--- src/sgs_pkg.sv ---
package sgs_pkg;

   localparam int MAX_WIDTH = 1024;
   localparam int COL_W     = $clog2(MAX_WIDTH);
   localparam int WEFF_W    = COL_W + 1;
   localparam int ROW_W     = 12;
   localparam int PIX_W     = 8;
   localparam int CFG_W     = 12;
   localparam int IMG_W_W   = 11;
   localparam int CSR_IDX_W = 1;
   localparam int GRAD_W    = 11;
   localparam int GSUM_W    = 12;
   localparam int CCOL_W    = 10;
   localparam int RSP_W     = 2 * GRAD_W + GSUM_W + ROW_W + CCOL_W;

   localparam logic [CSR_IDX_W-1:0] REG_IMAGE_WIDTH  = 1'd0;
   localparam logic [CSR_IDX_W-1:0] REG_IMAGE_HEIGHT = 1'd1;

   // position of one accepted pixel, as the kernel stage needs it
   typedef struct packed {
      logic [COL_W-1:0]  col;
      logic [ROW_W-1:0]  center_row;
      logic [CCOL_W-1:0] center_col;
      logic              produce;
      logic              last;
   } pos_type;

   // line store write: {two rows above, row above}
   typedef struct packed {
      logic               en;
      logic [COL_W-1:0]   addr;
      logic [2*PIX_W-1:0] data;
   } mem_wr_type;

endpackage

--- src/sgs_kernel.sv ---
module sgs_kernel
   import sgs_pkg::*;
(
   input  logic               clock,
   input  logic               reset,
   input  logic               req_tvalid,
   output logic               req_tready,
   input  logic [PIX_W-1:0]   req_pixel,
   input  pos_type            pos,
   output logic               accept,
   input  logic [2*PIX_W-1:0] mem_rd_data,
   output mem_wr_type         mem_wr,
   output logic               rsp_tvalid,
   input  logic               rsp_tready,
   output logic [RSP_W-1:0]   rsp_tdata,
   output logic               rsp_tlast
);

   logic              s1_valid_ff, s1_valid_in;
   pos_type           s1_pos_ff;
   logic [PIX_W-1:0]  s1_px_ff;
   logic              fwd_ff, fwd_in;
   logic [PIX_W-1:0]  fwd_above_ff, fwd_two_ff;
   logic [PIX_W-1:0]  w0t_ff, w0m_ff, w0b_ff, w1t_ff, w1m_ff, w1b_ff;
   logic              rsp_valid_ff, rsp_valid_in;
   logic [RSP_W-1:0]  rsp_data_ff;
   logic              rsp_last_ff;

   logic              s1_adv;
   logic [PIX_W-1:0]  above_eff, two_eff;
   logic [PIX_W+1:0]  top_sum, bot_sum, left_sum, right_sum;
   logic signed [GRAD_W-1:0] grad_h, grad_v;
   logic signed [GSUM_W-1:0] grad_s;

   assign s1_adv     = s1_valid_ff && (!s1_pos_ff.produce || !rsp_valid_ff || rsp_tready);
   assign req_tready = !s1_valid_ff || s1_adv;
   assign accept     = req_tvalid && req_tready;

   // the line store misses a write made at the same edge as the read
   assign above_eff = fwd_ff ? fwd_above_ff : mem_rd_data[PIX_W-1:0];
   assign two_eff   = fwd_ff ? fwd_two_ff   : mem_rd_data[2*PIX_W-1:PIX_W];
   assign fwd_in    = s1_adv && (pos.col == s1_pos_ff.col);

   always_comb begin
      mem_wr.en   = s1_adv;
      mem_wr.addr = s1_pos_ff.col;
      mem_wr.data = {above_eff, s1_px_ff};
   end

   always_comb begin
      bot_sum   = (PIX_W+2)'(w0b_ff) + {1'b0, w1b_ff, 1'b0} + (PIX_W+2)'(s1_px_ff);
      top_sum   = (PIX_W+2)'(w0t_ff) + {1'b0, w1t_ff, 1'b0} + (PIX_W+2)'(two_eff);
      right_sum = (PIX_W+2)'(two_eff) + {1'b0, above_eff, 1'b0} + (PIX_W+2)'(s1_px_ff);
      left_sum  = (PIX_W+2)'(w0t_ff) + {1'b0, w0m_ff, 1'b0} + (PIX_W+2)'(w0b_ff);
      grad_h    = $signed({1'b0, bot_sum}) - $signed({1'b0, top_sum});
      grad_v    = $signed({1'b0, right_sum}) - $signed({1'b0, left_sum});
      grad_s    = $signed({grad_h[GRAD_W-1], grad_h}) + $signed({grad_v[GRAD_W-1], grad_v});
   end

   always_comb begin
      if (accept) begin
         s1_valid_in = 1'b1;
      end else if (s1_adv) begin
         s1_valid_in = 1'b0;
      end else begin
         s1_valid_in = s1_valid_ff;
      end
      if (s1_adv && s1_pos_ff.produce) begin
         rsp_valid_in = 1'b1;
      end else if (rsp_tready) begin
         rsp_valid_in = 1'b0;
      end else begin
         rsp_valid_in = rsp_valid_ff;
      end
   end

   always_ff @(posedge clock) begin
      if (reset) begin
         s1_valid_ff  <= 1'b0;
         rsp_valid_ff <= 1'b0;
         fwd_ff       <= 1'b0;
         w0t_ff       <= '0;
         w0m_ff       <= '0;
         w0b_ff       <= '0;
         w1t_ff       <= '0;
         w1m_ff       <= '0;
         w1b_ff       <= '0;
      end else begin
         s1_valid_ff  <= s1_valid_in;
         rsp_valid_ff <= rsp_valid_in;
         if (accept) begin
            fwd_ff <= fwd_in;
         end
         // shift the window one column on every completed pixel
         if (s1_adv) begin
            w0t_ff <= w1t_ff;
            w0m_ff <= w1m_ff;
            w0b_ff <= w1b_ff;
            w1t_ff <= two_eff;
            w1m_ff <= above_eff;
            w1b_ff <= s1_px_ff;
         end
      end
   end

   always_ff @(posedge clock) begin
      if (accept) begin
         s1_pos_ff    <= pos;
         s1_px_ff     <= req_pixel;
         fwd_above_ff <= s1_px_ff;
         fwd_two_ff   <= above_eff;
      end
      if (s1_adv && s1_pos_ff.produce) begin
         rsp_data_ff <= {s1_pos_ff.center_col, s1_pos_ff.center_row, grad_s, grad_v, grad_h};
         rsp_last_ff <= s1_pos_ff.last;
      end
   end

   assign rsp_tvalid = rsp_valid_ff;
   assign rsp_tdata  = rsp_data_ff;
   assign rsp_tlast  = rsp_last_ff;

   a_stall_holds_read: assert property (@(posedge clock) disable iff (reset)
      (s1_valid_ff && !s1_adv) |=> $stable(mem_rd_data))
      else $error("line store read data changed while the stage was stalled");

   a_no_overwrite: assert property (@(posedge clock) disable iff (reset)
      (rsp_valid_ff && !rsp_tready) |-> !(s1_adv && s1_pos_ff.produce))
      else $error("waiting result overwritten");

   a_write_from_valid: assert property (@(posedge clock) disable iff (reset)
      mem_wr.en |-> s1_valid_ff)
      else $error("line store written without a pixel in the stage");

   a_result_source: assert property (@(posedge clock) disable iff (reset)
      $rose(rsp_valid_ff) |-> $past(s1_adv && s1_pos_ff.produce))
      else $error("result appeared without a producing pixel");

endmodule

--- config.mk ---
export PLATFORM = sky130hd
export DESIGN_NAME = sgs_kernel
export DESIGN_NICKNAME = d
export VERILOG_FILES = /design/src/sgs_pkg.sv /design/src/sgs_kernel.sv
export SDC_FILE = /design/constraint.sdc
export NUM_CORES = 1
export LEC_CHECK = 0
export BUFFER_PORTS_ARGS = -buffer_cell sky130_fd_sc_hd__buf_2
export CORE_MARGIN = 2
export CORE_UTILIZATION = 53
export CTS_BUF_LIST = sky130_fd_sc_hd__clkbuf_8
export CTS_CLUSTER_DIAMETER = 40
export DETAILED_ROUTE_END_ITERATION = 7
export MAX_ROUTING_LAYER = met4
export PLACE_DENSITY = 0.79
export SLEW_MARGIN = 15
export SYNTH_ARGS = -nofsm -noshare
export SYNTH_HDL_FRONTEND = slang
export SYNTH_SLANG_ARGS = --single-unit
--- constraint.sdc ---
create_clock -name clock -period 5.8 [get_ports clock]
set_input_delay 1.16 -clock clock [delete_from_list [all_inputs] [get_ports clock]]
set_output_delay 1.16 -clock clock [all_outputs]
set_load 0.005 [all_outputs]
After elaboration in Yosys (flattened, before gate mapping) --
Index checks and enable logic that the tools add are counted.
Operators by class: add/sub/neg operators 11, multipliers 0, divide/modulo/power cells 0, magnitude comparators 0, equality and inequality tests 1, shift-type cells 0, multiplexer cells 6, bitwise logic cells 0, reductions and logical operators 12
Operator list (count):
- adder 10 x 8 -> 10 bit | 4
- adder 8 x 9 -> 10 bit | 4
- subtractor 10 x 10 -> 11 bit | 2
- 2-to-1 mux 8 bit | 2
- adder 11 x 11 -> 12 bit | 1
- == test 10 bit | 1
- logical AND 1 bit | 4
- 2-to-1 mux 1 bit | 4
- nonzero test 2 bit | 2
- logical NOT 1 bit | 3
- logical OR 1 bit | 3
Word-level totals: register bits after elaboration 166, bits in latches 0, memory bits (writable) 0, ROM bits 0, input bits 62, output and inout port bits 87, word-level logic and storage cells 49, memories kept 0

Longest topological paths before layout --
depth in word-level cells 7, depth in mapped cells 23, depth with buffers taken out 21

Worst setup path before layout --
OpenSTA, ideal clock, no wires.
path type input port to flip-flop, start input mem_rd_data[4], end register rsp_data_ff[32], in the netlist rsp_tdata[32], data pin, setup time 268 ps, arrival 5242 ps, data required time 5532 ps, path slack 291 ps, cell stages on the path 18, path buffers 0, cell sequence mux2_2 fa_1 fa_1 inv_1 fa_1 inv_1 ha_1 and3_4 a2111oi_4 a211oi_2 a21o_2 a21oi_1 ha_1 inv_1 nor3_1 a31oi_1 a21boi_0 o211ai_1
Between the ends: cells in the longest elaborated chain, start to end 5
Ends and longest elaborated chain:
- from (decl) | RTL line sgs_kernel.sv:11 | input logic [2*PIX_W-1:0] mem_rd_data,
- 2-to-1 mux 8 bit | RTL line sgs_kernel.sv:40 | assign above_eff = fwd_ff ? fwd_above_ff : mem_rd_data[PIX_W-1:0];
- adder 8 x 9 -> 10 bit | RTL line sgs_kernel.sv:53 | right_sum = (PIX_W+2)'(two_eff) + {1'b0, above_eff, 1'b0} + (PIX_W+2)'(s1_px_ff);
- adder 10 x 8 -> 10 bit | RTL line sgs_kernel.sv:53
- subtractor 10 x 10 -> 11 bit | RTL line sgs_kernel.sv:56 | grad_v = $signed({1'b0, right_sum}) - $signed({1'b0, left_sum});
- net grad_v[10] | RTL line sgs_kernel.sv:32 | logic signed [GRAD_W-1:0] grad_h, grad_v;
- adder 11 x 11 -> 12 bit | RTL line sgs_kernel.sv:57 | grad_s = $signed({grad_h[GRAD_W-1], grad_h}) + $signed({grad_v[GRAD_W-1], grad_v});
- net grad_s[10] | RTL line sgs_kernel.sv:33 | logic signed [GSUM_W-1:0] grad_s;
- to (signal assigned) | RTL line sgs_kernel.sv:114 | rsp_data_ff <= {s1_pos_ff.center_col, s1_pos_ff.center_row, grad_s, grad_v, grad_h};
- to (decl) | RTL line sgs_kernel.sv:26 | logic [RSP_W-1:0] rsp_data_ff;
The timed path passes the listed nets, and every way through them passes these cells. A chain may end at the register's enable or synchronous reset.

Worst setup path after layout --
start input mem_rd_data[13], end register rsp_data_ff[32], in the netlist rsp_tdata[32], data pin
Between the ends: cells in the longest elaborated chain, start to end 5, elaborated cells between the ends (all ways) 7, classes of those cells 6 x add/sub; 1 x mux
Ends and longest elaborated chain:
- 2-to-1 mux 8 bit | RTL line sgs_kernel.sv:41 | assign two_eff = fwd_ff ? fwd_two_ff : mem_rd_data[2*PIX_W-1:PIX_W];
- net two_eff[5] | RTL line sgs_kernel.sv:30 | logic [PIX_W-1:0] above_eff, two_eff;
- adder 8 x 9 -> 10 bit | RTL line sgs_kernel.sv:53
- adder 10 x 8 -> 10 bit | RTL line sgs_kernel.sv:53
- subtractor 10 x 10 -> 11 bit | RTL line sgs_kernel.sv:56
- net grad_v[10] | RTL line sgs_kernel.sv:32
- adder 11 x 11 -> 12 bit | RTL line sgs_kernel.sv:57
- net grad_s[10] | RTL line sgs_kernel.sv:33
The timed path passes the listed nets, and every way through them passes these cells.

==> out/qor.txt <==
Status: completed
FP Rows: 46
Initial core utilization: 53.7%
Worst Max-Slew Pin Slew: 957 ps
N_diodes: 0
Max cap viols: 0
HPWL after DPL: 11300 um
# setup viols final: 0
EDFF count, synth: 115
Die W: 130 um
Pleak: 4.17 nW
Drt via density: 4.89
F_max: 181 MHz
GRT overflow: 0
Synth Register Bits: 166
Worst Path Arrival: 5710 ps
First-pass GRT wire length: 25200 um
Skew final: 10.4 ps
DIE HEIGHT: 130 um
Relative max-transition margin: 36.2%
CTS H-tree depth: 4
CTS tree: built
CP Capture Type: flop
Largest net degree at the start of global routing: 61
Sequential area share after synthesis: 53.0%
Layout cells sized above 1: 24.5%
Max VDD drop: 0.304 mV
Fin. Hold Viols: 0
CP required: 5990 ps
Layout net count: 1014
Hold WC Path Type: flop to flop
Routed length per instance: 14.2 um
Vias in the first global route: 5460
Ports: 149
RSZ-0062 raised after global routing: false
Post-layout util: 62.9%
Worst path bufs/invs: 5
Die area: 17000 um^2
Critical Path Max Stage Delay: 530 ps
Critical-path top delay cell: fa_1
Cells along the critical path: buf_2 -> mux2i_2 -> inv_1 -> fa_1 -> fa_1 -> inv_1 -> fa_1 -> inv_1 -> ha_1 -> and3_4 -> a2111oi_4 -> a211oi_2 -> a21o_2 -> a21oi_1 -> ha_1 -> inv_1 -> nor3_1 -> a31oi_1 -> a21boi_0 -> o211ai_1
Synth Cell Area: 8440 um^2
Hold_buf cts: 0
Top cell by count, worst path: inv_1
Syn_area_per_cell: 12.1 um^2
Core ar.: 15700 um^2
PortBufs: 148
Iter 0 DRT Violations: 218
Total iterations of the first detailed-routing run: 4
Drt total wl: 15400 um
Longest Clk Path Bufs: 2
PwrDens: 432 nW/um^2
Top_reg_cell synth: edfxtp_1
Antenna violations before repair: 0
CP startpoint kind: primary input
Total CTS buffers: 17
Crit path max-delay family: adder cells
Max Slew Vio Count: 0
Root buf cell: clkbuf_8
Total of warnings raised by yosys: 0
Async set-reset flop share out of synthesis: 0%
Area growth from synthesis to layout: 17.0%
Clock Latency Late Sink: 450 ps
Post-Syn Instances: 698
Total GRT Usage: 20.2%
CP max FO: 5
Gp weighted congestion: 0.771
Worst-path clk slew: 90 ps
Antenna-violating nets left: 0
Min Tclk post-route: 5510 ps
Final Cycle Share: 95.1%
DR vias: 5295
DRC Markers: 0
Worst Hold Margin: 419 ps
Mapped Nets: 858
TritonCTS Sinks: 166
Setup Crit Path Kind: primary input to flop
Netlist cell types: 45
-- logic make-up after synthesis --
logic type	synth area share [%]
and+or+nand+nor	6.36
adders and majority gates	20.1
xor gates and xnor gates	3.60
muxes	2.00
buffers and inverters	7.52
DFF	53.0
AOI/OAI and AO/OA	7.38
-- placed cells by master (no fill, tap or decap), types with 3 or more instances in the layout --
cell,count
mux2i_1,8
edfxtp_1,115
inv_1,133
o21a_1,3
mux2_2,7
xnor2_1,19
dfxtp_1,51
ha_1,35
nor3_1,3
buf_4,18
fa_1,63
clkbuf_8,17
bufinv_16,4
xor2_1,13
a211oi_1,10
a31oi_1,3
inv_6,3
nor2b_1,5
o21ai_0,10
nand2_1,83
a21oi_1,53
nor2_1,23
buf_2,148
a21o_1,6
-- state kept, by name (all words and copies together), names as in the netlist --
name and cells:
fwd_above_ff 8, fwd_ff 1, fwd_two_ff 8, mem_wr 10
rsp_tdata 56, rsp_tlast 1, rsp_tvalid 1, s1_pos_ff 24
s1_px_ff 8, s1_valid_ff 1, w0b_ff 8, w0m_ff 8
w0t_ff 8, w1b_ff 8, w1m_ff 8, w1t_ff 8
-- power breakdown --
group / internal [mW] / leakage [nW] / total, mW / switching [mW]
clock: 0.466 / 0.220 / 0.883 / 0.417
combinational: 0.852 / 2.45 / 1.84 / 0.987
sequential: 1.50 / 1.51 / 1.54 / 0.0390
total: 2.82 / 4.17 / 4.26 / 1.44
-- repair_timing --
action / 4_1_cts / 5_1_grt
gates resized for setup: 0 / 1
endpoints found under the setup margin: 0 / 1
buffers inserted: 0 / 0
-- area by class of cell --
type,instances,area (um^2)
clock buffers,17,234
flip-flops and latches,166,4470
well taps,216,270
clock inverters,15,189
inverters,129,484
repair buffers,166,876
fillers,1224,5830
multi-input cells,374,3350
-- path summary, 6_finish.rpt --
check | slack (ps) | end | from | cells past startpoint
worst max-delay path | 290 | rsp_tdata[32] | mem_rd_data[13] | 20
worst min-delay path | 420 | rsp_tdata[36] | s1_pos_ff[14] | 0
worst max register to register | 450 | rsp_tdata[32] | fwd_ff | 19
worst min register to register | 420 | rsp_tdata[36] | s1_pos_ff[14] | 0
-- routing by layer --
layer | vias up | wire length (um) | global-route usage, %
li1 | 2590 | - | -
met2 | 118 | 8160 | 35.7
met5 | - | 0 | -
met1 | 2558 | 6300 | 22.5
met3 | 29 | 580 | 4.31
met4 | 0 | 327 | 7.78
-- per-stage QoR --
step | TNS [ps] | power [mW] | std cells | setup WS, ps | instance area, um^2
floorplan | 0 | 2.93 | 698 | 291 | 8440
detailed placement | -217 | 3.40 | 1051 | -191 | 9450
global placement | -4.43 | 3.33 | 1051 | -4.43 | 9450
CTS | 0 | 4.30 | 1083 | 302 | 9880
global route | 0 | 4.60 | 1083 | 25.3 | 9880
finish | 0 | 4.26 | 1083 | 285 | 9880
-- cells in the mapped netlist, drive strengths merged (3+ instances only) --
cell type / count / share of area (%)
a211oi: 11 / 1.0
a21o: 7 / 0.64
a21oi: 54 / 3.2
a31oi: 4 / 0.30
and3: 3 / 0.30
buf: 15 / 1.2
clkbuf: 14 / 0.62
dfxtp: 51 / 12
edfxtp: 115 / 41
fa: 63 / 15
ha: 35 / 5.2
inv: 129 / 5.7
mux2: 7 / 0.93
mux2i: 9 / 1.1
nand2: 83 / 3.7
nor2: 23 / 1.0
nor2b: 5 / 0.37
nor3: 3 / 0.18
o21a: 3 / 0.27
o21ai: 10 / 0.59
xnor2: 19 / 2.0
xor2: 13 / 1.3
No activity file was read; power rests on OpenSTA's default activity.
