## src/sgs_pkg.sv

```systemverilog
package sgs_pkg;

   localparam int MAX_WIDTH = 1024;
   localparam int COL_W     = $clog2(MAX_WIDTH);
   localparam int WEFF_W    = COL_W + 1;
   localparam int ROW_W     = 12;
   localparam int PIX_W     = 8;
   localparam int CFG_W     = 12;
   localparam int IMG_W_W   = 11;
   localparam int CSR_IDX_W = 1;
   localparam int GRAD_W    = 11;
   localparam int GSUM_W    = 12;
   localparam int CCOL_W    = 10;
   localparam int RSP_W     = 2 * GRAD_W + GSUM_W + ROW_W + CCOL_W;

   localparam logic [CSR_IDX_W-1:0] REG_IMAGE_WIDTH  = 1'd0;
   localparam logic [CSR_IDX_W-1:0] REG_IMAGE_HEIGHT = 1'd1;

   // position of one accepted pixel, as the kernel stage needs it
   typedef struct packed {
      logic [COL_W-1:0]  col;
      logic [ROW_W-1:0]  center_row;
      logic [CCOL_W-1:0] center_col;
      logic              produce;
      logic              last;
   } pos_type;

   // line store write: {two rows above, row above}
   typedef struct packed {
      logic               en;
      logic [COL_W-1:0]   addr;
      logic [2*PIX_W-1:0] data;
   } mem_wr_type;

endpackage

```

## src/sgs_position.sv

```systemverilog
module sgs_position
   import sgs_pkg::*;
(
   input  logic                 clock,
   input  logic                 reset,
   input  logic                 csr_we,
   input  logic [CSR_IDX_W-1:0] csr_index,
   input  logic [CFG_W-1:0]     csr_wdata,
   input  logic                 accept,
   input  logic                 frame_start,
   output pos_type              pos
);

   logic [IMG_W_W-1:0] width_ff, width_in;
   logic [ROW_W-1:0]   height_ff, height_in;
   logic [COL_W-1:0]   col_ff, col_in;
   logic [ROW_W-1:0]   row_ff, row_in;

   logic [WEFF_W-1:0]  width_eff;
   logic [ROW_W-1:0]   height_eff;
   logic [COL_W-1:0]   col_pre, col_cur;
   logic [ROW_W-1:0]   row_pre, row_cur;
   logic [ROW_W:0]     row_bump, row_next;
   logic [WEFF_W-1:0]  col_next;

   always_comb begin
      if (32'(width_ff) > MAX_WIDTH) begin
         width_eff = WEFF_W'(MAX_WIDTH);
      end else if (width_ff < IMG_W_W'(3)) begin
         width_eff = WEFF_W'(3);
      end else begin
         width_eff = WEFF_W'(width_ff);
      end
      height_eff = (height_ff < ROW_W'(3)) ? ROW_W'(3) : height_ff;
   end

   // place the pixel: frame start, then wrap a position left beyond new bounds
   always_comb begin
      col_pre = frame_start ? '0 : col_ff;
      row_pre = frame_start ? '0 : row_ff;
      if (WEFF_W'(col_pre) >= width_eff) begin
         col_cur  = '0;
         row_bump = (ROW_W+1)'(row_pre) + (ROW_W+1)'(1);
      end else begin
         col_cur  = col_pre;
         row_bump = (ROW_W+1)'(row_pre);
      end
      row_cur = (row_bump >= (ROW_W+1)'(height_eff)) ? '0 : row_bump[ROW_W-1:0];

      col_next = WEFF_W'(col_cur) + WEFF_W'(1);
      row_next = (ROW_W+1)'(row_cur) + (ROW_W+1)'(1);
      if (col_next >= width_eff) begin
         col_in = '0;
         row_in = (row_next >= (ROW_W+1)'(height_eff)) ? '0 : row_next[ROW_W-1:0];
      end else begin
         col_in = col_next[COL_W-1:0];
         row_in = row_cur;
      end
   end

   always_comb begin
      width_in  = width_ff;
      height_in = height_ff;
      if (csr_we) begin
         unique case (csr_index)
            REG_IMAGE_WIDTH:  width_in  = csr_wdata[IMG_W_W-1:0];
            REG_IMAGE_HEIGHT: height_in = csr_wdata[ROW_W-1:0];
         endcase
      end
   end

   always_ff @(posedge clock) begin
      if (reset) begin
         width_ff  <= IMG_W_W'(1024);
         height_ff <= ROW_W'(480);
         col_ff    <= '0;
         row_ff    <= '0;
      end else begin
         width_ff  <= width_in;
         height_ff <= height_in;
         if (accept) begin
            col_ff <= col_in;
            row_ff <= row_in;
         end
      end
   end

   always_comb begin
      pos.col        = col_cur;
      pos.center_row = row_cur - ROW_W'(1);
      pos.center_col = CCOL_W'(col_cur - COL_W'(1));
      pos.produce    = (row_cur >= ROW_W'(2)) && (col_cur >= COL_W'(2));
      pos.last       = (row_cur == height_eff - ROW_W'(1))
                    && (WEFF_W'(col_cur) == width_eff - WEFF_W'(1));
   end

endmodule

```

## config.mk

```make
export PLATFORM = sky130hd
export DESIGN_NAME = sgs_position
export DESIGN_NICKNAME = d
export VERILOG_FILES = /design/src/sgs_pkg.sv /design/src/sgs_position.sv
export SDC_FILE = /design/constraint.sdc
export NUM_CORES = 1
export LEC_CHECK = 0
export ABC_AREA = 1
export BUFFER_PORTS_ARGS = -buffer_cell sky130_fd_sc_hd__buf_2
export CORE_ASPECT_RATIO = 2
export CORE_MARGIN = 4
export CORE_UTILIZATION = 50
export CTS_CLUSTER_SIZE = 12
export DETAILED_ROUTE_END_ITERATION = 8
export PLACE_DENSITY = 0.69
export SYNTH_ARGS = -nofsm -noshare
export SYNTH_HDL_FRONTEND = slang
export SYNTH_SLANG_ARGS = --single-unit
export TNS_END_PERCENT = 1
```

## constraint.sdc

```tcl
create_clock -name clock -period 8.2 [get_ports clock]
set_input_delay 0 -clock clock [delete_from_list [all_inputs] [get_ports clock]]
set_output_delay 0 -clock clock [all_outputs]
set_load 0.02 [all_outputs]
```

### Yosys cells after proc, flatten, opt, wreduce, memory -nomap -nowiden

Index checks and enable logic that the tools add are counted.

| word-level totals | value |
|---|---|
| register bits | 45 |
| bits of input ports | 18 |
| output and inout bits | 34 |
| word-level logic and storage cells | 38 |

| cells by class | value |
|---|---|
| mux-type cells | 11 |
| reductions and logical operators | 4 |
| bitwise gates (word level) | 1 |
| add/subtract/negate cells | 7 |
| order comparisons | 9 |
| eq/ne operators | 2 |

Operators with widths:

| operator | number |
|---|---|
| two-way mux 12 bit | 5 |
| two-way mux 10 bit | 3 |
| adder 12 x 1 -> 13 bit (second input constant) | 2 |
| >= comparator 13 x 12 -> 1 bit | 2 |
| subtractor 12 x 1 -> 12 bit (second input constant) | 2 |
| two-way mux 11 bit | 2 |
| two-way mux 13 bit | 1 |
| equality test 12 bit | 1 |
| >= comparator 12 x 2 -> 1 bit (second input constant) | 1 |
| < comparator 12 x 2 -> 1 bit (second input constant) | 1 |
| adder 10 x 1 -> 11 bit (second input constant) | 1 |
| equality test 10 x 11 -> 1 bit | 1 |
| >= comparator 10 x 11 -> 1 bit | 1 |
| >= comparator 11 bit | 1 |
| greater-than comparator 11 bit (second input constant) | 1 |
| < comparator 11 x 2 -> 1 bit (second input constant) | 1 |
| subtractor 11 x 1 -> 11 bit (second input constant) | 1 |
| >= comparator 10 x 2 -> 1 bit (second input constant) | 1 |
| subtractor 10 x 1 -> 10 bit (second input constant) | 1 |
| AND reduction 2 bit | 2 |
| logical AND 1 bit | 2 |
| inverter 1 bit | 1 |

### Longest topological paths before layout

Gate-level depths: netlist of the first run.

| depth | value |
|---|---|
| word-level depth | 11 |
| depth in mapped cells | 51 |
| depth with buffers taken out | 50 |

### Worst setup path after synthesis of the first run

OpenSTA, ideal clock, no wires.

| timing | value |
|---|---|
| path kind | reg-to-reg |
| from | register width_ff[5] |
| to | register row_ff[10] |
| path buffers | 2 |
| required time | 8.130 ns |
| cell stages (with the launch flop) | 49 |
| period minus slack after synthesis | 6.033 ns |
| arrival time | 5.963 ns |
| path slack | 2.167 ns |
| library setup time | 0.070 ns |
| cells stage by stage | dfxtp_1 > nor2_1 > nor3b_1 > nand2_1 > nand2_1 > inv_1 > nor2_1 > inv_1 > ha_1 > nand2_1 > inv_1 > nand2_1 > nand2_1 > nand2_1 > nand4_4 > buf_6 > o21ai_1 > inv_1 > (+13 left out) > nand2_1 > inv_1 > ha_1 > nand4_4 > nor3_2 > xor2_1 > ha_1 > and3_1 > nand4_1 > nand3_1 > o21bai_1 > a21oi_1 > o21bai_1 > a21oi_1 > nand3_2 > inv_2 > nand2_1 > a21oi_1 |

| on the way | value |
|---|---|
| cells in the longest elaborated chain, start to end | 11 |
| elaborated cells between the ends (all ways) | 15 |
| those cells by class | add/sub (2); order compare (6); mux (7) |

RTL lines:

| element | line | text |
|---|---|---|
| start: declaration | sgs_position.sv:14 | `logic [IMG_W_W-1:0] width_ff, width_in;` |
| start signal: assignment | sgs_position.sv:79 | `width_ff <= width_in;` |
| < comparator 11 x 2 -> 1 bit | sgs_position.sv:29 | `end else if (width_ff < IMG_W_W'(3)) begin` |
| two-way mux 11 bit | sgs_position.sv:29 |  |
| two-way mux 11 bit * | sgs_position.sv:27 | `if (32'(width_ff) > MAX_WIDTH) begin` |
| >= comparator 10 x 11 -> 1 bit | sgs_position.sv:41 | `if (WEFF_W'(col_pre) >= width_eff) begin` |
| two-way mux 13 bit | sgs_position.sv:41 |  |
| >= comparator 13 x 12 -> 1 bit | sgs_position.sv:48 | `row_cur = (row_bump >= (ROW_W+1)'(height_eff)) ? '0 : row_bump[ROW_W-1:0];` |
| two-way mux 12 bit | sgs_position.sv:48 |  |
| adder 12 x 1 -> 13 bit | sgs_position.sv:51 | `row_next = (ROW_W+1)'(row_cur) + (ROW_W+1)'(1);` |
| >= comparator 13 x 12 -> 1 bit | sgs_position.sv:54 | `row_in = (row_next >= (ROW_W+1)'(height_eff)) ? '0 : row_next[ROW_W-1:0];` |
| two-way mux 12 bit | sgs_position.sv:54 |  |
| two-way mux 12 bit * | sgs_position.sv:52 | `if (col_next >= width_eff) begin` |
| end signal: assignment | sgs_position.sv:83 | `row_ff <= row_in;` |
| end: declaration | sgs_position.sv:17 | `logic [ROW_W-1:0] row_ff, row_in;` |

Mark *: on every way between the ends. The rest lies on a longest branch, timed or not.
A chain may end at the register's enable or synchronous reset.

### Worst setup path in the final report of the first run

| timing | value |
|---|---|
| from | register width_ff[5] |
| to | register row_ff[3] |

The elaborated chain is that of the path after synthesis.

==> reports/results.ini, run 1 <==
[worst_hold_path]
hold_end = width_ff[9]$_SDFFE_PP0P_
hold_class = in2reg
worstHoldStart = csr_wdata[9]
holdPathStages = 3

[synthesis]
synth_edf_count = 0
synth_nets = 939
ys_warn_count = 0
synthArstFlopShare_pct = 0
synth.largest_area_cell = dfxtp_1
netlist_area_mm2 = 0.00531
seq_area_frac_synth_pct = 17.0
avgSynthCellArea_um2 = 6.12
synth-seq-cells = 45
yosysUniqueCellTypes = 46
ys.flop_type = dfxtp_1
syn_inst = 867
synth_top_area_share_pct = 17.0
yosys-top-cells-area = dfxtp_1, nand2_1, ha_1, inv_1, nor2_1

[cts]
clockBufferDepth = 2
clk_latency_ns = 0.29
path_clk_slew_ns = 0.06
cts-buffers-inserted = 5
cts_resized = 0
htreeDepth = 2
cts_tree = built
cts-root-buf = clkbuf_16
cts.sinks = 45

[placed_design]
port_buffers = 51
dp_slack_ns = 0.984
hpwl_um = 14800
routabilityCongestion = 0.962

[power_and_ir_drop]
p_leak_nw = 3.18
power_density_mw_per_mm2 = 159
vdd_drop_max_mv = 0.198

[route]
viasPerCell = 5.42
drc = 0
wl_um = 18100
final_antenna_net_count = 0
wl_per_cell_um = 17.1
drtIter0Drc = 185
vias = 5720
drt-pass1-iter-count = 4

[sta]
rsz0062_at_grt = false
layout_min_cycle_time_ns = 7.15
maxSlewHeadroom_pct = 43.0
skew_ns = 0.00312
setup_tns_ns = 0
finalMaxSlewViolations = 0
finalHoldViolCount = 0
setup_viol = 0
worst_slew_pin_slew_ns = 0.854
fin_crit_sh_pct = 87.2
fmax_mhz = 140
setup_ws_ns = 1.05

[layout]
nets = 989
area_growth_syn_to_layout_pct = 10.5
mostFrequentLayoutCells = nand2_1, inv_1, nor2_1, a21oi_1, ha_1
fillers = 1164
mostFrequentLayoutCell = nand2_1
antennaDiodeCount = 0
utilization_pct = 55.9
drive_gt1_share_pct = 12.7

[floorplanning]
pin_count = 52
num_rows = 53
die_w_um = 80.8
die_h_um = 154
dieArea_mm2 = 0.0124
core_area_mm2 = 0.0105
start_util_pct = 50.6

[worst_setup_path]
crit_arrival_ns = 7.37
start_kind = register
max_stage_delay_ns = 0.35
slowest_stage = ha_1
r2r-start = width_ff[5]$_SDFFE_PP0P_
worstRegToRegCells = 45
rrSetupSlack_ns = 1.05
cp.required_ns = 8.42
cp_common_cell = nand2_1
cp_top_family = simple AND/OR/NAND/NOR gates
r2r-end = row_ff[3]$_SDFFE_PP0P_
cp-end-kind = register
path_class = reg2reg
path_max_fanout = 13
worst-path-buf-inv = 4

[run_status]
outcome = finished clean

[grt]
grt_max_degree = 31
grt_pass1_vias = 5705
antenna_found_initial = 0
grt_pass1_wl_um = 28000
gr-total-overflow = 0
grt.total_usage_pct = 29.6

[run]
cap_violations = 0

==> cell families after synthesis <==
family,count (synthesis),synth area share (%)
flip-flops,45,17.0
adder cells (fa/ha/maj),54,12.7
XOR/XNOR,47,7.90
AND/OR/NAND/NOR,426,36.2
AO/OA/AOI/OAI,138,14.3
buffers and inverters,157,11.8
==> worst max path at each step <==
stage                                   startpoint  slack (ns)                       to  depth (start not counted)
after CTS                 width_ff[5]$_SDFFE_PP0P_        0.96   row_ff[3]$_SDFFE_PP0P_                         49
final                     width_ff[5]$_SDFFE_PP0P_        1.05   row_ff[3]$_SDFFE_PP0P_                         45
after global placement    width_ff[5]$_SDFFE_PP0P_        1.15  row_ff[10]$_SDFFE_PP0P_                         49
after floorplan           width_ff[5]$_SDFFE_PP0P_        2.17  row_ff[10]$_SDFFE_PP0P_                         48
after detailed placement  width_ff[5]$_SDFFE_PP0P_        0.98   row_ff[3]$_SDFFE_PP0P_                         49
after global routing      width_ff[5]$_SDFFE_PP0P_        0.17  row_ff[10]$_SDFFE_PP0P_                         49
==> sequential cells by signal, indices dropped and copies added (netlist names) <==
register and count:
row_ff 12, width_ff 11, height_ff 12, col_ff 10
==> per-layer routing <==
| layer | track usage (%) | vias up | wire (um) | share of wire (%) |
|---|---|---|---|---|
| met3 | 3.87 | 112 | 651 | 3.6 |
| met2 | 53.3 | 183 | 9300 | 51 |
| met5 | 0 | - | 0 | 0 |
| met4 | 29.5 | 0 | 2170 | 12 |
| met1 | 26.1 | 2537 | 5950 | 33 |
| li1 | - | 2888 | - | - |
==> Yosys cell counts, drive strengths merged (5+ instances only) <==
master  number
clkbuf      10
o211ai       8
a21oi       58
inv        137
dfxtp       45
nand2      221
buf          8
ha          54
o21ai       53
xnor2        6
nor2       119
nor3        15
nand4       14
xor2        41
o22ai        5
nand3       47
==> what timing repair did <==
item / CTS / global route
hold buffers: 6 / 0
endpoints found under the setup margin: 0 / 10
buffers inserted: 0 / 0
hold endpoints to repair: 8 / 0
==> through the flow <==
stage          std cells  area (um2)  power [W]  hold WS [ns]
2_1_floorplan        867        5310   0.000606         0.130
3_3_place_gp        1040        5650   0.000733         0.250
3_5_place_dp        1040        5650   0.000734         0.256
4_1_cts             1054        5850   0.000932       0.00409
5_1_grt             1055        5860    0.00100        0.0393
6_report            1055        5860   0.000934       0.00858
==> worst reg2reg max path: cells and delay by family (launching register included) <==
kind            cells  cell delay [ns]
xor+xnor            1             0.20
simple gates       27             3.46
compound gates      9             1.32
fa+ha+maj           4             1.12
flops               1             0.34
buf+inv             4             0.65
==> final cells by class <==
| cell class | count | area [um2] | area share [%] |
|---|---|---|---|
| multi-input cells | 666 | 3790 | 64.7 |
| flip-flops and latches | 45 | 901 | 15.4 |
| inverters | 139 | 523 | 8.92 |
| repair buffers | 60 | 338 | 5.76 |
| well taps | 137 | 171 | 2.92 |
| clock buffers | 6 | 129 | 2.20 |
| clock inverters | 2 | 10.0 | 0.171 |
==> report_power, final <==
group	internal (W)	leakage (nW)	total [W]	switching [W]
logic	0.000157	2.75	0.000498	0.000340
registers	0.000232	0.369	0.000241	0.00000937
clock network	0.000112	0.0706	0.000195	0.0000827
(Power assumes the default switching activity.)
==> inputs of run 2 (changes only) <==
clock period = 9.21 ns   (was 8.2 ns; I/O delays follow)
==> reports/results.ini, run 2 (synthesis results as in run 1) <==
[run_status]
outcome = finished clean

[worst_setup_path]
path_class = reg2reg
cp_top_family = simple AND/OR/NAND/NOR gates
slowest_stage = nand4_4
cp.required_ns = 9.43  ; +1.01 ns
startpoint = width_ff[5]$_SDFFE_PP0P_
path_max_fanout = 25  ; +12
cp_common_cell = nand2_1
crit_arrival_ns = 7.48  ; +0.11 ns
worstRegToRegCells = 48  ; +6.7%
max_stage_delay_ns = 0.40  ; +0.05 ns
r2r-end = row_ff[7]$_SDFFE_PP0P_
worst-path-buf-inv = 6  ; +2
start_kind = register
r2r-start = width_ff[5]$_SDFFE_PP0P_
cp-end-kind = register
rrSetupSlack_ns = 1.95  ; +0.90 ns

[sta]
finalMaxSlewViolations = 0  ; unchanged
worst_slew_pin_slew_ns = 0.958  ; +0.104 ns
skew_ns = 0.00561  ; +0.00249 ns
maxSlewHeadroom_pct = 35.9  ; -7.1 points
fmax_mhz = 138  ; -1.5%
finalHoldViolCount = 0  ; unchanged
setup_tns_ns = 0  ; unchanged
rsz0062_at_grt = false
setup_viol = 0  ; unchanged
layout_min_cycle_time_ns = 7.26  ; +0.110 ns
fin_crit_sh_pct = 78.8  ; -8.4 points

[floorplanning]
die_h_um = 154  ; unchanged
dieArea_mm2 = 0.0124  ; unchanged
start_util_pct = 50.6  ; unchanged
pin_count = 52  ; unchanged
num_rows = 53  ; unchanged
die_w_um = 80.8  ; unchanged
core_area_mm2 = 0.0105  ; unchanged

[placed_design]
dpl.cell_count = 1039  ; -0.096%
port_buffers = 51  ; unchanged
hpwl_um = 15200  ; +2.7%
routabilityCongestion = 1.03  ; +6.9%

[power_and_ir_drop]
p_leak_nw = 3.17  ; -0.33%
intPower_w = 0.000446  ; -11%
p_sw_w = 0.000394  ; -8.9%
p_comb_share_pct = 53.7  ; +0.4 points
power_frac_seq_pct = 25.5  ; -0.3 points
clockPowerShare_pct = 20.7  ; about the same
vdd_drop_max_mv = 0.159  ; -20%
netSwitchingFraction_pct = 46.9  ; +0.60 points
power_density_mw_per_mm2 = 144  ; -9.7%

[grt]
grt_max_degree = 31  ; unchanged
grt_pass1_wl_um = 29100  ; +3.9%
grt.total_usage_pct = 30.9  ; +1.3 points
gr-total-overflow = 0  ; unchanged
grt_pass1_vias = 5756  ; +0.89%
antenna_found_initial = 0  ; unchanged

[cts]
clk_latency_ns = 0.29  ; about the same
cts-root-buf = clkbuf_16
cts.sinks = 45  ; unchanged
cts_resized = 0  ; unchanged
path_clk_slew_ns = 0.06  ; about the same
cts_tree = built
cts_hold_buf = 6  ; unchanged
clockBufferDepth = 2  ; unchanged
cts-buffers-inserted = 5  ; unchanged
cts_setup_buffers = 0  ; unchanged
htreeDepth = 2  ; unchanged

[layout]
utilization_pct = 55.8  ; -0.19 points
fillers = 1141  ; -2.0%
regArea_um2 = 901  ; unchanged
multi_input_area_mm2 = 0.00378  ; -0.33%
fin_cells = 1053  ; -0.19%
area_growth_syn_to_layout_pct = 10.1
drive_gt1_share_pct = 12.6  ; -0.19 points
mostFrequentLayoutCells = nand2_1, inv_1, nor2_1, a21oi_1, ha_1
mostFrequentLayoutCell = nand2_1
antennaDiodeCount = 0  ; unchanged
nets = 987  ; -0.20%
reg_top3 = height_ff (12), row_ff (12), width_ff (11)

[route]
vias = 5886  ; +2.9%
viasPerCell = 5.59  ; +3.1%
wl_um = 18600  ; +3.1%
final_antenna_net_count = 0  ; unchanged
wl_per_cell_um = 17.7  ; +3.3%
drtIter0Drc = 284  ; +54%
drc = 0  ; unchanged
drt-pass1-iter-count = 5  ; +1

[worst_hold_path]
holdPathStages = 3  ; unchanged
hold_class = in2reg
worstHoldStart = csr_wdata[9]
hold_end = width_ff[9]$_SDFFE_PP0P_

[run]
cap_violations = 0  ; unchanged

## run 2: cell count changes in the layout (fill, tap and decap cells not counted)
cell     change
buf_4        -1
nand4_2      -1
## run 2: worst min-delay path, delay by kind of cell
family | cells | cell delay (ns)
AO/OA/AOI/OAI | 2 | 0.17
buffers and inverters | 1 | 0.09
## run 2: worst max path at each step
stage / cells after the start / to
finish: 48 / row_ff[7]$_SDFFE_PP0P_
global route: 48 / row_ff[4]$_SDFFE_PP0P_
CTS: 48 / row_ff[7]$_SDFFE_PP0P_
detailed placement: 48 / row_ff[7]$_SDFFE_PP0P_
global placement: 48 / row_ff[10]$_SDFFE_PP0P_
floorplan: 48 / row_ff[10]$_SDFFE_PP0P_
## run 2: cell type report
| cell class | instances | area share (%) |
|---|---|---|
| Clock buffer | 6 | 2.21 |
| Clock inverter | 2 | 0.171 |
| Inverter | 139 | 8.95 |
| Multi-Input combinational cell | 665 | 64.7 |
| Sequential cell | 45 | 15.4 |
| Tap cell | 137 | 2.93 |
| Timing Repair Buffer | 59 | 5.65 |
## run 2: per-stage QoR
| step | hold WS [ns] | worst slack (ns) | total power, W | area (um2) |
|---|---|---|---|---|
| after global placement | 0.248 | 2.09 | 0.000658 | 5640 |
| after global routing | 0.0238 | 1.03 | 0.000896 | 5840 |
| after detailed placement | 0.264 | 2.02 | 0.000660 | 5640 |
| after floorplan | 0.130 | 3.18 | 0.000540 | 5310 |
| final | 0.0140 | 1.95 | 0.000840 | 5840 |
| after CTS | 0.00850 | 1.98 | 0.000836 | 5840 |
## run 2: power by group through the flow
| stage | Clock, W | Sequential (W) | Combinational [W] |
|---|---|---|---|
| floorplan | 0 | 0.000216 | 0.000324 |
| global placement | 0 | 0.000219 | 0.000439 |
| detailed placement | 0 | 0.000219 | 0.000441 |
| CTS | 0.000176 | 0.000214 | 0.000446 |
| global route | 0.000183 | 0.000216 | 0.000497 |
| finish | 0.000174 | 0.000215 | 0.000451 |
## run 2: layer usage
layer / vias to the layer above / global-route usage [%] / part of all wire (%)
met5: - / 0 / 0
met4: 0 / 28.6 / 10
met3: 108 / 4.04 / 4.4
met2: 241 / 56.0 / 52
met1: 2659 / 28.0 / 33
li1: 2878 / - / -
==> inputs of run 3 (changes only) <==
clock period = 7.4 ns   (was 9.21 ns; I/O delays follow)
==> reports/results.ini, run 3 (synthesis results as in run 1) <==
[sta]
finalMaxSlewViolations = 0  ; unchanged
maxSlewHeadroom_pct = 45.9  ; +10 points
fmax_mhz = 152  ; +11%
fin_crit_sh_pct = 88.7  ; +9.9 points
setup_ws_ns = 0.835  ; -1.11 ns
finalHoldViolCount = 0  ; unchanged
rsz0062_at_grt = false
worst_slew_pin_slew_ns = 0.811  ; -0.147 ns
skew_ns = 0.00323  ; -0.00238 ns
layout_min_cycle_time_ns = 6.56  ; -0.695 ns
setup_viol = 0  ; unchanged
setup_tns_ns = 0  ; unchanged

[cts]
htreeDepth = 2  ; unchanged
cts-root-buf = clkbuf_16
cts.sinks = 45  ; unchanged
cts_tree = built
cts-buffers-inserted = 5  ; unchanged
path_clk_slew_ns = 0.06  ; about the same
clk_latency_ns = 0.29  ; about the same
clockBufferDepth = 2  ; unchanged

[run]
cap_violations = 0  ; unchanged

[route]
viasPerCell = 5.51  ; -1.4%
drt-pass1-iter-count = 5  ; unchanged
final_antenna_net_count = 0  ; unchanged
wl_per_cell_um = 17.9  ; +1.3%
vias = 5863  ; -0.39%
drc = 0  ; unchanged
drtIter0Drc = 327  ; +15%
wl_um = 19100  ; +2.4%

[layout]
fillers = 1144  ; +0.26%
nets = 998  ; +1.1%
fin_cells = 1064  ; +1.0%
multi_input_area_mm2 = 0.00386  ; +2.2%
antennaDiodeCount = 0  ; unchanged
mostFrequentLayoutCell = nand2_1
regArea_um2 = 901  ; unchanged
reg_top3 = height_ff (12), row_ff (12), width_ff (11)
area_growth_syn_to_layout_pct = 13.0
mostFrequentLayoutCells = nand2_1, inv_1, nor2_1, a21oi_1, ha_1
drive_gt1_share_pct = 14.6  ; +2.0 points

[floorplanning]
die_w_um = 80.8  ; unchanged
start_util_pct = 50.6  ; unchanged
num_rows = 53  ; unchanged
die_h_um = 154  ; unchanged
pin_count = 52  ; unchanged
core_area_mm2 = 0.0105  ; unchanged
dieArea_mm2 = 0.0124  ; unchanged

[grt]
grt_max_degree = 31  ; unchanged
antenna_found_initial = 0  ; unchanged
grt_pass1_wl_um = 28800  ; -0.88%
grt_pass1_vias = 5756  ; unchanged
grt.total_usage_pct = 30.6  ; -0.35 points
gr-total-overflow = 0  ; unchanged

[worst_hold_path]
hold_end = width_ff[9]$_SDFFE_PP0P_
holdPathStages = 3  ; unchanged
hold_class = in2reg
worstHoldStart = csr_wdata[9]

[power_and_ir_drop]
p_leak_nw = 3.24  ; +2.0%
power_density_mw_per_mm2 = 177  ; +23%
netSwitchingFraction_pct = 46.6  ; -0.33 points
clockPowerShare_pct = 20.4  ; -0.3 points
p_sw_w = 0.000493  ; +25%
vdd_drop_max_mv = 0.208  ; +31%
power_frac_seq_pct = 25.3  ; -0.2 points
p_comb_share_pct = 54.3  ; +0.6 points
intPower_w = 0.000566  ; +27%

[worst_setup_path]
path_max_fanout = 9  ; -64%
cp-end-kind = register
worstRegToRegCells = 45  ; -6.3%
start_kind = register
slowest_stage = ha_1
max_stage_delay_ns = 0.36  ; -0.04 ns
path_class = reg2reg
crit_arrival_ns = 6.78  ; -0.70 ns
rrSetupSlack_ns = 0.84  ; -1.11 ns
cp.required_ns = 7.62  ; -1.81 ns
r2r-start = width_ff[5]$_SDFFE_PP0P_
r2r-end = row_ff[8]$_SDFFE_PP0P_
cp_common_cell = nand2_1

[placed_design]
routabilityCongestion = 1.01  ; -1.7%
hpwl_um = 15100  ; -0.53%
port_buffers = 51  ; unchanged
dpl.cell_count = 1044  ; +0.48%
dp_slack_ns = 0.458  ; -1.56 ns

[run_status]
outcome = finished clean

==> run 3: repair_timing <==
action / in CTS / in global routing
gates resized for setup: 0 / 13
setup buffers: 0 / 3
endpoints found under the hold margin: 10 / 0
setup endpoints to repair: 0 / 12
hold buffers: 7 / 0
==> run 3: per-layer routing <==
| metal | part of all wire, % | track usage [%] | vias to the layer above |
|---|---|---|---|
| met4 | 11 | 29.6 | 0 |
| met3 | 4.5 | 5.22 | 115 |
| met1 | 34 | 27.6 | 2607 |
| met2 | 51 | 54.0 | 239 |
| li1 | - | - | 2902 |
| met5 | 0 | 0 | - |
==> run 3: power by group through the flow <==
| stage | combinational, W | clock [W] | sequential, W |
|---|---|---|---|
| after floorplan | 0.000403 | 0 | 0.000269 |
| after global placement | 0.000549 | 0 | 0.000272 |
| after detailed placement | 0.000548 | 0 | 0.000272 |
| after CTS | 0.000554 | 0.000218 | 0.000267 |
| after global routing | 0.000634 | 0.000228 | 0.000269 |
| final | 0.000576 | 0.000216 | 0.000268 |
==> run 3: how the worst max path moves through the flow <==
stage                                   startpoint                       to  slack [ns]
final                     width_ff[5]$_SDFFE_PP0P_   row_ff[8]$_SDFFE_PP0P_        0.84
after global routing      width_ff[5]$_SDFFE_PP0P_   row_ff[6]$_SDFFE_PP0P_        0.08
after CTS                 width_ff[5]$_SDFFE_PP0P_   row_ff[8]$_SDFFE_PP0P_        0.44
after detailed placement  width_ff[5]$_SDFFE_PP0P_   row_ff[8]$_SDFFE_PP0P_        0.46
after global placement    width_ff[5]$_SDFFE_PP0P_  row_ff[10]$_SDFFE_PP0P_        0.57
after floorplan           width_ff[5]$_SDFFE_PP0P_  row_ff[10]$_SDFFE_PP0P_        1.37
==> run 3: area by class of cell <==
cell class / count / share of cell area (%)
flip-flops and latches: 45 / 15.0
clock buffers: 6 / 2.15
well taps: 137 / 2.86
multi-input cells: 667 / 64.4
clock inverters: 2 / 0.167
repair buffers: 68 / 6.68
inverters: 139 / 8.72
==> run 3: metrics by stage <==
step / hold slack [ns] / area, um2 / utilization (%) / power, W
after global routing: 0.0592 / 6000 / 57.2 / 0.00113
after global placement: 0.242 / 5680 / 54.2 / 0.000821
final: 0.0204 / 6000 / 57.2 / 0.00106
after CTS: 0.0145 / 5890 / 56.2 / 0.00104
after floorplan: 0.130 / 5310 / - / 0.000672
after detailed placement: 0.241 / 5680 / 54.2 / 0.000820
==> run 3: worst max-delay path, delay by kind of cell (launching register included) <==
kind                       cells  cell delay, ns
AOI/OAI and AO/OA              8            1.33
xor gates and xnor gates       1            0.22
adders and majority gates      4            1.21
buffers and inverters          6            0.78
DFF                            1            0.33
and+or+nand+nor               26            2.65
